==> src/rtl/core/scov_pkg.sv <==
`timescale 1ns / 1ps
package scov_pkg;

    localparam int MAX_MOVES          = 4;
    localparam int ANGLE_BITS         = 16;
    localparam int TRIG_TABLE_ENTRIES = 1024;
    localparam int RANGE_BITS         = 16;

    localparam int CFG_BITS    = 16;
    localparam int COUNT_BITS  = 3;
    localparam int MOVE_REGS   = 4;
    localparam int NUM_MOVES   = (MAX_MOVES < MOVE_REGS) ? MAX_MOVES : MOVE_REGS;
    localparam int MM_BITS     = 16;

    localparam int IDX_BITS    = $clog2(TRIG_TABLE_ENTRIES);
    localparam int QUARTER     = TRIG_TABLE_ENTRIES / 4;
    localparam int QTR_BITS    = IDX_BITS - 2;
    localparam int MAG_BITS    = 15;
    localparam int FRAC_BITS   = 14;
    localparam int PROD_BITS   = RANGE_BITS + MAG_BITS;
    localparam int RND_BITS    = PROD_BITS + 1 - FRAC_BITS;

    localparam int QUEUE_DEPTH = 4;
    localparam int QPTR_BITS   = $clog2(QUEUE_DEPTH);
    localparam int QLVL_BITS   = $clog2(QUEUE_DEPTH + 1);

    localparam int ADDR_BITS    = 5;
    localparam int REG_IDX_BITS = 3;
    localparam int DATA_BITS    = 32;

    localparam logic [REG_IDX_BITS-1:0] REG_CLEARANCE   = 3'd0;
    localparam logic [REG_IDX_BITS-1:0] REG_ANGLE_START = 3'd1;
    localparam logic [REG_IDX_BITS-1:0] REG_ANGLE_STEP  = 3'd2;
    localparam logic [REG_IDX_BITS-1:0] REG_MOVE_COUNT  = 3'd3;
    localparam logic [REG_IDX_BITS-1:0] REG_MOVE_DIST0  = 3'd4;
    localparam logic [REG_IDX_BITS-1:0] REG_MOVE_DIST1  = 3'd5;
    localparam logic [REG_IDX_BITS-1:0] REG_MOVE_DIST2  = 3'd6;
    localparam logic [REG_IDX_BITS-1:0] REG_MOVE_DIST3  = 3'd7;

    localparam longint ONE_Q30 = 64'sd1 <<< 30;
    localparam longint PA1 = 1686629713;
    localparam longint PA3 = 693598666;
    localparam longint PA5 = 85569306;
    localparam longint PA7 = 5026994;

    typedef logic [MAG_BITS-1:0] mag_t;
    typedef mag_t [QUARTER-1:0] qrom_t;

    typedef struct packed {
        logic neg;
        mag_t mag;
    } trig_t;

    typedef struct packed {
        logic [CFG_BITS-1:0]                  clearance_mm;
        logic [CFG_BITS-1:0]                  angle_start;
        logic [CFG_BITS-1:0]                  angle_step;
        logic [COUNT_BITS-1:0]                move_count;
        logic [MOVE_REGS-1:0][CFG_BITS-1:0]   move_dist;
    } cfg_t;

    typedef struct packed {
        logic [RANGE_BITS-1:0] range;
        logic                  finite;
        logic                  last;
        logic                  cos_neg;
        mag_t                  sin_mag;
        mag_t                  cos_mag;
    } sample_t;

    function automatic longint mul_q30(longint a, longint b);
        return (a * b) / ONE_Q30;
    endfunction

    // Quarter-wave sine from an odd degree-7 polynomial, t in Q30, result in Q14.
    function automatic mag_t quarter_sine(longint t);
        longint t2;
        longint acc;
        longint s;
        longint q;
        t2  = mul_q30(t, t);
        acc = mul_q30(-PA7, t2) + PA5;
        acc = mul_q30(acc, t2) - PA3;
        acc = mul_q30(acc, t2) + PA1;
        s   = mul_q30(acc, t);
        if (s < 0) begin
            s = 0;
        end
        q = (s + 32768) / 65536;
        if (q > 16384) begin
            q = 16384;
        end
        return q[MAG_BITS-1:0];
    endfunction

    function automatic qrom_t build_qrom();
        qrom_t rom;
        for (int r = 0; r < QUARTER; r++) begin
            rom[r] = quarter_sine((longint'(r) <<< 30) / QUARTER);
        end
        return rom;
    endfunction

    localparam qrom_t QROM = build_qrom();
    // The peak of the wave sits one entry past the quarter table.
    localparam mag_t  QEND = quarter_sine(ONE_Q30);

    function automatic trig_t sine_lookup(logic [IDX_BITS-1:0] idx);
        logic [1:0]          quad;
        logic [QTR_BITS-1:0] rem;
        logic [QTR_BITS-1:0] mir;
        trig_t               res;
        quad = idx[IDX_BITS-1 -: 2];
        rem  = idx[QTR_BITS-1:0];
        mir  = ~rem + 1'b1;
        res.neg = quad[1];
        if (quad[0]) begin
            res.mag = (rem == '0) ? QEND : QROM[mir];
        end else begin
            res.mag = QROM[rem];
        end
        return res;
    endfunction

    function automatic logic [ANGLE_BITS-1:0] scale_angle(logic [CFG_BITS-1:0] v);
        logic [CFG_BITS+ANGLE_BITS-1:0] w;
        w = {v, {ANGLE_BITS{1'b0}}};
        return w[CFG_BITS+ANGLE_BITS-1:CFG_BITS];
    endfunction

endpackage

==> src/rtl/core/scov_front.sv <==
`timescale 1ns / 1ps
module scov_front (
    input  logic                            aclk,
    input  logic                            aresetn,
    input  logic                            s_valid,
    output logic                            s_ready,
    input  logic [15:0]                     s_range_mm,
    input  logic                            s_range_finite,
    input  logic                            s_scan_last,
    input  scov_pkg::cfg_t                  cfg,
    input  logic [scov_pkg::QLVL_BITS-1:0]  q_level,
    output logic                            q_push,
    output scov_pkg::sample_t               q_item
);
    import scov_pkg::*;

    localparam logic [ANGLE_BITS-1:0] QUARTER_TURN = ANGLE_BITS'(1) << (ANGLE_BITS - 2);

    logic                  f_valid_reg, f_valid_next;
    sample_t               f_item_reg, f_item_next;
    logic [ANGLE_BITS-1:0] beam_angle_reg, beam_angle_next;
    logic                  in_scan_reg, in_scan_next;
    logic [ANGLE_BITS-1:0] cur_angle, cos_angle;
    trig_t                 sin_val, cos_val;
    logic                  accept;

    // Room is counted for the sample already held here as well as the new one.
    assign s_ready = ({1'b0, q_level} + {{QLVL_BITS{1'b0}}, f_valid_reg})
                     < (QLVL_BITS + 1)'(QUEUE_DEPTH);
    assign accept  = s_valid && s_ready;

    assign cur_angle = in_scan_reg ? beam_angle_reg : scale_angle(cfg.angle_start);
    assign cos_angle = cur_angle + QUARTER_TURN;
    assign sin_val   = sine_lookup(cur_angle[ANGLE_BITS-1 -: IDX_BITS]);
    assign cos_val   = sine_lookup(cos_angle[ANGLE_BITS-1 -: IDX_BITS]);

    always_comb begin
        f_valid_next    = accept;
        f_item_next     = f_item_reg;
        beam_angle_next = beam_angle_reg;
        in_scan_next    = in_scan_reg;
        if (accept) begin
            f_item_next.range   = s_range_mm[RANGE_BITS-1:0];
            f_item_next.finite  = s_range_finite;
            f_item_next.last    = s_scan_last;
            f_item_next.cos_neg = cos_val.neg;
            f_item_next.sin_mag = sin_val.mag;
            f_item_next.cos_mag = cos_val.mag;
            beam_angle_next     = cur_angle + scale_angle(cfg.angle_step);
            in_scan_next        = !s_scan_last;
        end
    end

    always_ff @(posedge aclk) begin
        if (!aresetn) begin
            f_valid_reg    <= 1'b0;
            beam_angle_reg <= '0;
            in_scan_reg    <= 1'b0;
        end else begin
            f_valid_reg    <= f_valid_next;
            beam_angle_reg <= beam_angle_next;
            in_scan_reg    <= in_scan_next;
        end
        f_item_reg <= f_item_next;
    end

    assign q_push = f_valid_reg;
    assign q_item = f_item_reg;

endmodule

==> src/rtl/core/scov_queue.sv <==
`timescale 1ns / 1ps
module scov_queue (
    input  logic                            aclk,
    input  logic                            aresetn,
    input  logic                            push,
    input  scov_pkg::sample_t               push_item,
    input  logic                            pop,
    output scov_pkg::sample_t               pop_item,
    output logic [scov_pkg::QLVL_BITS-1:0]  level,
    output logic                            empty
);
    import scov_pkg::*;

    sample_t               mem_reg [QUEUE_DEPTH];
    logic [QPTR_BITS-1:0]  wr_ptr_reg, wr_ptr_next;
    logic [QPTR_BITS-1:0]  rd_ptr_reg, rd_ptr_next;
    logic [QLVL_BITS-1:0]  level_reg, level_next;

    always_comb begin
        wr_ptr_next = push ? wr_ptr_reg + 1'b1 : wr_ptr_reg;
        rd_ptr_next = pop  ? rd_ptr_reg + 1'b1 : rd_ptr_reg;
        level_next  = level_reg;
        if (push && !pop) begin
            level_next = level_reg + 1'b1;
        end else if (pop && !push) begin
            level_next = level_reg - 1'b1;
        end
    end

    always_ff @(posedge aclk) begin
        if (!aresetn) begin
            wr_ptr_reg <= '0;
            rd_ptr_reg <= '0;
            level_reg  <= '0;
        end else begin
            wr_ptr_reg <= wr_ptr_next;
            rd_ptr_reg <= rd_ptr_next;
            level_reg  <= level_next;
        end
        if (push) begin
            mem_reg[wr_ptr_reg] <= push_item;
        end
    end

    assign pop_item = mem_reg[rd_ptr_reg];
    assign level    = level_reg;
    assign empty    = (level_reg == '0);

`ifndef SYNTHESIS
    a_no_overflow: assert property (@(posedge aclk) disable iff (!aresetn)
        !(push && level_reg == QLVL_BITS'(QUEUE_DEPTH)))
        else $error("queue written while full");
    a_no_underflow: assert property (@(posedge aclk) disable iff (!aresetn)
        !(pop && level_reg == '0))
        else $error("queue read while empty");
    a_level_up: assert property (@(posedge aclk) disable iff (!aresetn)
        (push && !pop) |=> (level_reg == $past(level_reg) + 1'b1))
        else $error("queue level did not follow a lone write");
`endif

endmodule

==> src/rtl/core/scov_back.sv <==
`timescale 1ns / 1ps
module scov_back (
    input  logic                            aclk,
    input  logic                            aresetn,
    input  scov_pkg::cfg_t                  cfg,
    input  logic                            q_empty,
    input  scov_pkg::sample_t               q_item,
    output logic                            q_pop,
    output logic                            m_valid,
    input  logic                            m_ready,
    output logic [3:0]                      m_veto_mask,
    output logic [15:0]                     m_nearest_mm,
    output logic                            m_obstacle_seen
);
    import scov_pkg::*;

    localparam logic [PROD_BITS:0] ROUND_HALF = (PROD_BITS + 1)'(1) << (FRAC_BITS - 1);

    logic advance;

    // Projection stage.
    logic                 b1_valid_reg;
    logic [PROD_BITS-1:0] b1_fwd_reg, b1_lat_reg;
    logic                 b1_fpos_reg, b1_finite_reg, b1_last_reg;

    // Running minimum over the scan and the captured end-of-scan values.
    logic [MM_BITS-1:0]   nearest_reg, nearest_next;
    logic                 found_reg, found_next;
    logic                 res_valid_reg, res_valid_next;
    logic [MM_BITS-1:0]   res_nearest_reg, res_nearest_next;
    logic                 res_found_reg, res_found_next;

    logic [PROD_BITS-1:0] lat_limit;
    logic [PROD_BITS:0]   rounded;
    logic [RND_BITS-1:0]  mm_wide;
    logic [MM_BITS-1:0]   mm;
    logic                 hit;
    logic [MM_BITS-1:0]   near_upd;
    logic                 found_upd;

    // Output register.
    logic                 m_valid_reg, m_valid_next;
    logic [MOVE_REGS-1:0] m_veto_reg, m_veto_next;
    logic [MM_BITS-1:0]   m_nearest_reg, m_nearest_next;
    logic                 m_found_reg, m_found_next;

    // The whole back end holds only while a finished result is refused.
    assign advance = !(m_valid_reg && !m_ready);
    assign q_pop   = !q_empty && advance;

    always_ff @(posedge aclk) begin
        if (!aresetn) begin
            b1_valid_reg <= 1'b0;
        end else if (advance) begin
            b1_valid_reg <= q_pop;
        end
        if (q_pop) begin
            b1_fwd_reg    <= PROD_BITS'(q_item.range) * PROD_BITS'(q_item.cos_mag);
            b1_lat_reg    <= PROD_BITS'(q_item.range) * PROD_BITS'(q_item.sin_mag);
            b1_fpos_reg   <= !q_item.cos_neg;
            b1_finite_reg <= q_item.finite;
            b1_last_reg   <= q_item.last;
        end
    end

    assign lat_limit = {{(PROD_BITS - CFG_BITS - FRAC_BITS){1'b0}}, cfg.clearance_mm,
                        {FRAC_BITS{1'b0}}};
    assign rounded   = {1'b0, b1_fwd_reg} + ROUND_HALF;
    assign mm_wide   = rounded[PROD_BITS:FRAC_BITS];
    assign mm        = (|mm_wide[RND_BITS-1:MM_BITS]) ? {MM_BITS{1'b1}} : mm_wide[MM_BITS-1:0];
    assign hit       = b1_finite_reg && b1_fpos_reg && (b1_fwd_reg != '0)
                       && (b1_lat_reg <= lat_limit);
    assign near_upd  = (hit && (mm < nearest_reg)) ? mm : nearest_reg;
    assign found_upd = found_reg || hit;

    always_comb begin
        nearest_next     = nearest_reg;
        found_next       = found_reg;
        res_valid_next   = res_valid_reg;
        res_nearest_next = res_nearest_reg;
        res_found_next   = res_found_reg;
        if (advance) begin
            res_valid_next = 1'b0;
            if (b1_valid_reg) begin
                if (b1_last_reg) begin
                    res_valid_next   = 1'b1;
                    res_nearest_next = near_upd;
                    res_found_next   = found_upd;
                    nearest_next     = {MM_BITS{1'b1}};
                    found_next       = 1'b0;
                end else begin
                    nearest_next = near_upd;
                    found_next   = found_upd;
                end
            end
        end
    end

    always_comb begin
        logic [CFG_BITS:0] reach;
        logic              en;
        reach          = '0;
        en             = 1'b0;
        m_valid_next   = m_valid_reg;
        m_veto_next    = m_veto_reg;
        m_nearest_next = m_nearest_reg;
        m_found_next   = m_found_reg;
        if (advance) begin
            m_valid_next = res_valid_reg;
            if (res_valid_reg) begin
                m_nearest_next = res_nearest_reg;
                m_found_next   = res_found_reg;
                for (int i = 0; i < MOVE_REGS; i++) begin
                    en    = (i < NUM_MOVES) && (COUNT_BITS'(i) < cfg.move_count);
                    reach = {1'b0, cfg.move_dist[i]} + {1'b0, cfg.clearance_mm};
                    m_veto_next[i] = res_found_reg && en && (reach >= {1'b0, res_nearest_reg});
                end
            end
        end
    end

    always_ff @(posedge aclk) begin
        if (!aresetn) begin
            nearest_reg   <= {MM_BITS{1'b1}};
            found_reg     <= 1'b0;
            res_valid_reg <= 1'b0;
            m_valid_reg   <= 1'b0;
        end else begin
            nearest_reg   <= nearest_next;
            found_reg     <= found_next;
            res_valid_reg <= res_valid_next;
            m_valid_reg   <= m_valid_next;
        end
        res_nearest_reg <= res_nearest_next;
        res_found_reg   <= res_found_next;
        m_veto_reg      <= m_veto_next;
        m_nearest_reg   <= m_nearest_next;
        m_found_reg     <= m_found_next;
    end

    assign m_valid         = m_valid_reg;
    assign m_veto_mask     = m_veto_reg;
    assign m_nearest_mm    = m_nearest_reg;
    assign m_obstacle_seen = m_found_reg;

`ifndef SYNTHESIS
    a_empty_scan: assert property (@(posedge aclk) disable iff (!aresetn)
        (m_valid_reg && !m_found_reg) |-> (m_veto_reg == '0 && m_nearest_reg == '1))
        else $error("scan without obstacle reports a distance or a veto");
    a_veto_needs_obstacle: assert property (@(posedge aclk) disable iff (!aresetn)
        (m_valid_reg && m_veto_reg != '0) |-> m_found_reg)
        else $error("veto raised without an obstacle");
    a_result_only_on_last: assert property (@(posedge aclk) disable iff (!aresetn)
        (advance && !(b1_valid_reg && b1_last_reg)) |=> !res_valid_reg)
        else $error("end-of-scan result raised without a last sample");
`endif

endmodule

==> src/rtl/core/scan_corridor_obstacle_veto.sv <==
`timescale 1ns / 1ps
// A result follows the last sample through the front, queue, projection and result stages.
// Throughput: one sample per cycle; the projection multipliers, the running minimum and the
// sample queue are all fully pipelined, and only a refused result stalls the back end.
// Reset (aresetn, synchronous, active low) returns the registers to their defaults,
// empties the queue and pipeline and starts a fresh scan; no clearing pass is needed.
module scan_corridor_obstacle_veto (
    input  logic                               aclk,
    input  logic                               aresetn,
    input  logic                               psel,
    input  logic                               penable,
    input  logic                               pwrite,
    input  logic [scov_pkg::ADDR_BITS-1:0]     paddr,
    input  logic [scov_pkg::DATA_BITS-1:0]     pwdata,
    output logic [scov_pkg::DATA_BITS-1:0]     prdata,
    output logic                               pready,
    input  logic                               s_valid,
    output logic                               s_ready,
    input  logic [15:0]                        s_range_mm,
    input  logic                               s_range_finite,
    input  logic                               s_scan_last,
    output logic                               m_valid,
    input  logic                               m_ready,
    output logic [3:0]                         m_veto_mask,
    output logic [15:0]                        m_nearest_mm,
    output logic                               m_obstacle_seen
);
    import scov_pkg::*;

    cfg_t                  cfg_reg, cfg_next;
    logic [REG_IDX_BITS-1:0] reg_idx;
    logic                  wr_en;
    logic                  q_push, q_pop, q_empty;
    sample_t               q_in_item, q_out_item;
    logic [QLVL_BITS-1:0]  q_level;

    assign pready  = 1'b1;
    assign reg_idx = paddr[ADDR_BITS-1:2];
    assign wr_en   = psel && penable && pwrite && pready;

    always_comb begin
        cfg_next = cfg_reg;
        if (wr_en) begin
            unique case (reg_idx)
                REG_CLEARANCE:   cfg_next.clearance_mm = pwdata[CFG_BITS-1:0];
                REG_ANGLE_START: cfg_next.angle_start  = pwdata[CFG_BITS-1:0];
                REG_ANGLE_STEP:  cfg_next.angle_step   = pwdata[CFG_BITS-1:0];
                REG_MOVE_COUNT:  cfg_next.move_count   = pwdata[COUNT_BITS-1:0];
                REG_MOVE_DIST0:  cfg_next.move_dist[0] = pwdata[CFG_BITS-1:0];
                REG_MOVE_DIST1:  cfg_next.move_dist[1] = pwdata[CFG_BITS-1:0];
                REG_MOVE_DIST2:  cfg_next.move_dist[2] = pwdata[CFG_BITS-1:0];
                REG_MOVE_DIST3:  cfg_next.move_dist[3] = pwdata[CFG_BITS-1:0];
            endcase
        end
    end

    always_comb begin
        unique case (reg_idx)
            REG_CLEARANCE:   prdata = DATA_BITS'(cfg_reg.clearance_mm);
            REG_ANGLE_START: prdata = DATA_BITS'(cfg_reg.angle_start);
            REG_ANGLE_STEP:  prdata = DATA_BITS'(cfg_reg.angle_step);
            REG_MOVE_COUNT:  prdata = DATA_BITS'(cfg_reg.move_count);
            REG_MOVE_DIST0:  prdata = DATA_BITS'(cfg_reg.move_dist[0]);
            REG_MOVE_DIST1:  prdata = DATA_BITS'(cfg_reg.move_dist[1]);
            REG_MOVE_DIST2:  prdata = DATA_BITS'(cfg_reg.move_dist[2]);
            REG_MOVE_DIST3:  prdata = DATA_BITS'(cfg_reg.move_dist[3]);
        endcase
    end

    always_ff @(posedge aclk) begin
        if (!aresetn) begin
            cfg_reg.clearance_mm <= '0;
            cfg_reg.angle_start  <= '0;
            cfg_reg.angle_step   <= '0;
            cfg_reg.move_count   <= COUNT_BITS'(1);
            for (int i = 0; i < MOVE_REGS; i++) begin
                cfg_reg.move_dist[i] <= CFG_BITS'(1);
            end
        end else begin
            cfg_reg <= cfg_next;
        end
    end

    scov_front u_front (
        .aclk           (aclk),
        .aresetn        (aresetn),
        .s_valid        (s_valid),
        .s_ready        (s_ready),
        .s_range_mm     (s_range_mm),
        .s_range_finite (s_range_finite),
        .s_scan_last    (s_scan_last),
        .cfg            (cfg_reg),
        .q_level        (q_level),
        .q_push         (q_push),
        .q_item         (q_in_item)
    );

    scov_queue u_queue (
        .aclk      (aclk),
        .aresetn   (aresetn),
        .push      (q_push),
        .push_item (q_in_item),
        .pop       (q_pop),
        .pop_item  (q_out_item),
        .level     (q_level),
        .empty     (q_empty)
    );

    scov_back u_back (
        .aclk            (aclk),
        .aresetn         (aresetn),
        .cfg             (cfg_reg),
        .q_empty         (q_empty),
        .q_item          (q_out_item),
        .q_pop           (q_pop),
        .m_valid         (m_valid),
        .m_ready         (m_ready),
        .m_veto_mask     (m_veto_mask),
        .m_nearest_mm    (m_nearest_mm),
        .m_obstacle_seen (m_obstacle_seen)
    );

endmodule
==> config.mk <==
export PLATFORM = sky130hd
export DESIGN_NAME = scan_corridor_obstacle_veto
export DESIGN_NICKNAME = d
export VERILOG_FILES = /design/src/rtl/core/scov_pkg.sv /design/src/rtl/core/scov_front.sv /design/src/rtl/core/scov_queue.sv /design/src/rtl/core/scov_back.sv /design/src/rtl/core/scan_corridor_obstacle_veto.sv
export SDC_FILE = /design/constraint.sdc
export NUM_CORES = 2
export LEC_CHECK = 0
export BUFFER_PORTS_ARGS = -buffer_cell sky130_fd_sc_hd__buf_4
export CORE_MARGIN = 2
export CORE_UTILIZATION = 40
export CTS_BUF_LIST = sky130_fd_sc_hd__clkbuf_8 sky130_fd_sc_hd__clkbuf_16
export CTS_CLUSTER_DIAMETER = 120
export DETAILED_ROUTE_END_ITERATION = 6
export GPL_TIMING_DRIVEN = 0
export PLACE_DENSITY = 0.53
export RECOVER_POWER = 100
export SKIP_CTS_REPAIR_TIMING = 1
export SLEW_MARGIN = 10
export SYNTH_ARGS = -nofsm -noshare
export SYNTH_HDL_FRONTEND = slang
export SYNTH_SLANG_ARGS = --single-unit
==> constraint.sdc <==
create_clock -name aclk -period 16.6 [get_ports aclk]
set_clock_uncertainty 0.2 [all_clocks]
set_input_delay 3.32 -clock aclk [delete_from_list [all_inputs] [get_ports aclk]]
set_output_delay 3.32 -clock aclk [all_outputs]
set_load 0.05 [all_outputs]
==> results_dict.tcl <==
set metrics [dict create \
    worstPathCellList "clkbuf_1 > clkbuf_1 > mux2_1 > inv_1 > clkbuf_1 > clkbuf_1 > clkbuf_1 > ha_1 > inv_1 > ha_1 > clkinv_1 > clkbuf_1 > clkbuf_1 > ha_1 > clkbuf_1 > nor2_1 > o21ai_0 > nand2_1 > a31oi_1 > a21o_1 > nor2_1 > a221oi_1" \
    crit-reg2reg-capture "u_front.q_item[6]" \
    critical_path_peak_fanout 14 \
    slew_violations 364 \
    synth.top_cell.area_share_pct 21.2 \
    violations "capacitance limit, slew limit" \
    wire_per_inst_um 28.3 \
    chipHeight_um 350 \
    drtAntennaViolNets 0 \
    drc_errors 0 \
    setup.worst_path.start_class "register" \
    rsz_0062_raised_after_global_routing "no" \
    clock_insertion_delay_worst_skew_ns 0.68 \
    hpwlAfterDp_mm 154 \
    post_synth_instance_area_um2 47800 \
    register_bit_count_reported_by_yosys 500 \
    yosysTopAreaCell "edfxtp_1" \
    r2r.worst_path.cells 22 \
    largest_register_ffs 188 \
    yosys-top-cells-area "edfxtp_1, fa_1, ha_1" \
    synth.distinct_cells 104 \
    grt_use_total_pct 32.1 \
    finalWorstPathRequiredPeriod_ns 10.41 \
    synth_async_sr_flop_share_pct 0 \
    first_pass_grt_wire_length_mm 286 \
    r2r-start "u_front.in_scan_reg" \
    max_stage_delay_ns 1.06 \
    detailedRoute.firstPassIterationCount 6 \
    setup.worst_path.class "register to register" \
    initial_utilization_pct 40.4 \
    io_buffers 76 \
    longest_clk_path_bufs 3 \
    layout.cells.most_common_list "nand2_1, nor2_1, inv_1" \
    setup-violations-final 0 \
    cpMostUsedCell "clkbuf_1" \
    worst-slew-pin-transition_ns 3.62 \
    sinks_on_clock_net 500 \
    cts_tree "done" \
    cts.root.buffer_cell "clkbuf_16" \
    wl_met1_mm 84.1 \
    synth_cells 5266 \
    numCtsBuffers 56 \
    areaGrowthSynthToFinish_pct 9.05 \
    ys.flop_type "edfxtp_1" \
    synth_warnings 0 \
    detail_route.wirelength_mm 198 \
    synth_sequential_area_ratio_pct 28.0 \
    insertedDiodeCount 0 \
    layout-drive-gt1-share_pct 6.73 \
    end_kind "register" \
    grt_start_max_net_pins 63 \
    layout_worst_path_cycle_share_pct 62.7 \
    path_clk_slew_ns 0.06 \
    final-hold-violation-count 0 \
    dr_wl_met2_mm 88.3 \
    design.core.area_um2 118000 \
    drt-vias-per-instance 5.94 \
    critPathLaunch "u_front.in_scan_reg" \
    die_area_um2 122000 \
    highest_layer "met5" \
    worst-r2r-setup-slack_ns 6.19 \
    vias 41572 \
    grt_overflow_total 0 \
    required_ns 16.81 \
    row_cnt 126 \
    outcome "finished with violations" \
    fp.dieW_um 350 \
    max_clock_freq_mhz 96.1 \
    floorplan.io_pins 118 \
    postLayoutCellArea_um2 52100 \
    grt_pass1_vias 40947 \
    worst_setup_path_endpoint "u_front.q_item[6]" \
    tns_ns 0 \
    antenna_found_initial 4 \
    slowest_stage_cell_on_the_critical_path "clkbuf_1" \
    max-slew-margin-rel_pct -141 \
    clock_tree.htree_level_count 2 \
    gp_congestion 0.974 \
    worst_ep_arrival_ns 10.61 \
    detailedRoute.firstIterationViolations 4061 \
    met3RoutedLength_mm 15.0 \
    commonest_non_fill_non_tap_cell_in_the_layout "nand2_1" \
    synth_enable_flop_cells 338 \
    synth.avg_cell_area_um2 9.07 \
    timing.hold.worst.class "register to register" \
    num-nets-final 6254 \
    place_area_um2 50500 \
    maxCapViolations 12 \
]
[cell type report]
cell class / count / area [um^2]
clock buffer: 56 / 1400
buffer: 319 / 1440
inverter: 492 / 1850
fill: 11768 / 66100
sequential: 500 / 13400
tap: 1536 / 1920
timing repair buffer: 82 / 478
clock inverter: 48 / 542
multi-input combinational: 3970 / 31100
[metrics by stage]
stage | hold WS (ns) | setup WS (ns) | utilization, % | instances
floorplan | 0.226 | 7.61 | - | 5281
global placement | 0.232 | 6.25 | 42.6 | 6893
detailed placement | 0.242 | 6.25 | 42.7 | 6899
CTS | 0.263 | 6.23 | 44.3 | 7003
global route | 0.277 | 5.84 | 44.1 | 7003
finish | 0.261 | 6.19 | 44.1 | 7003
[how the worst min path moves through the flow]
stage                                    to                        from  slack, ns  depth (start not counted)
finish               u_back.m_nearest_mm[5]   u_back.res_nearest_reg[5]       0.26                          0
floorplan           u_back.m_nearest_mm[10]  u_back.res_nearest_reg[10]       0.23                          0
detailed placement   u_back.m_nearest_mm[6]   u_back.res_nearest_reg[6]       0.24                          0
CTS                  u_back.m_nearest_mm[6]   u_back.res_nearest_reg[6]       0.26                          0
global placement     u_back.m_nearest_mm[5]   u_back.res_nearest_reg[5]       0.23                          0
global route         u_back.m_nearest_mm[7]   u_back.res_nearest_reg[7]       0.28                          0
[cells in the mapped netlist, types with 40 or more instances]
cell and n:
inv_1 484, mux2_2 43, nor2b_1 50, xnor2_1 97
edfxtp_1 338, nand2_1 679, nand3_1 105, ha_1 427
nor2_1 519, clkbuf_1 192, a21oi_1 267, a21boi_0 125
nor3_1 84, o211ai_1 62, o21ai_0 208, a31oi_1 44
mux2i_1 98, buf_2 65, a211oi_1 51, fa_1 344
o21a_1 50, and2_1 66, dfxtp_1 162, o21ai_1 40
a21o_1 51, xor2_1 40
[critical path, delay by kind of cell (launching register included)]
kind            cells  cell delay [ns]
flops               1             0.31
fa+ha+maj           3             1.43
buf+inv            11             6.18
mux                 1             0.51
compound gates      4             1.12
simple gates        3             0.32
[per-layer routing]
metal  vias up  track usage (%)
met5         -                0
met4         2             15.1
met3       505             4.82
met2      1932             50.2
met1     20567             43.7
li1      18566                -
[cell families after synthesis]
family / synth area share [%]
AO/OA/AOI/OAI: 16.3
XOR/XNOR: 2.70
adder cells (fa/ha/maj): 25.6
buffers and inverters: 6.94
flip-flops: 28.0
multiplexers: 4.85
other: 0.0157
AND/OR/NAND/NOR: 15.6
Power is not shown: default switching activity piles up to over one toggle a cycle in this logic, so the estimate is an artifact.
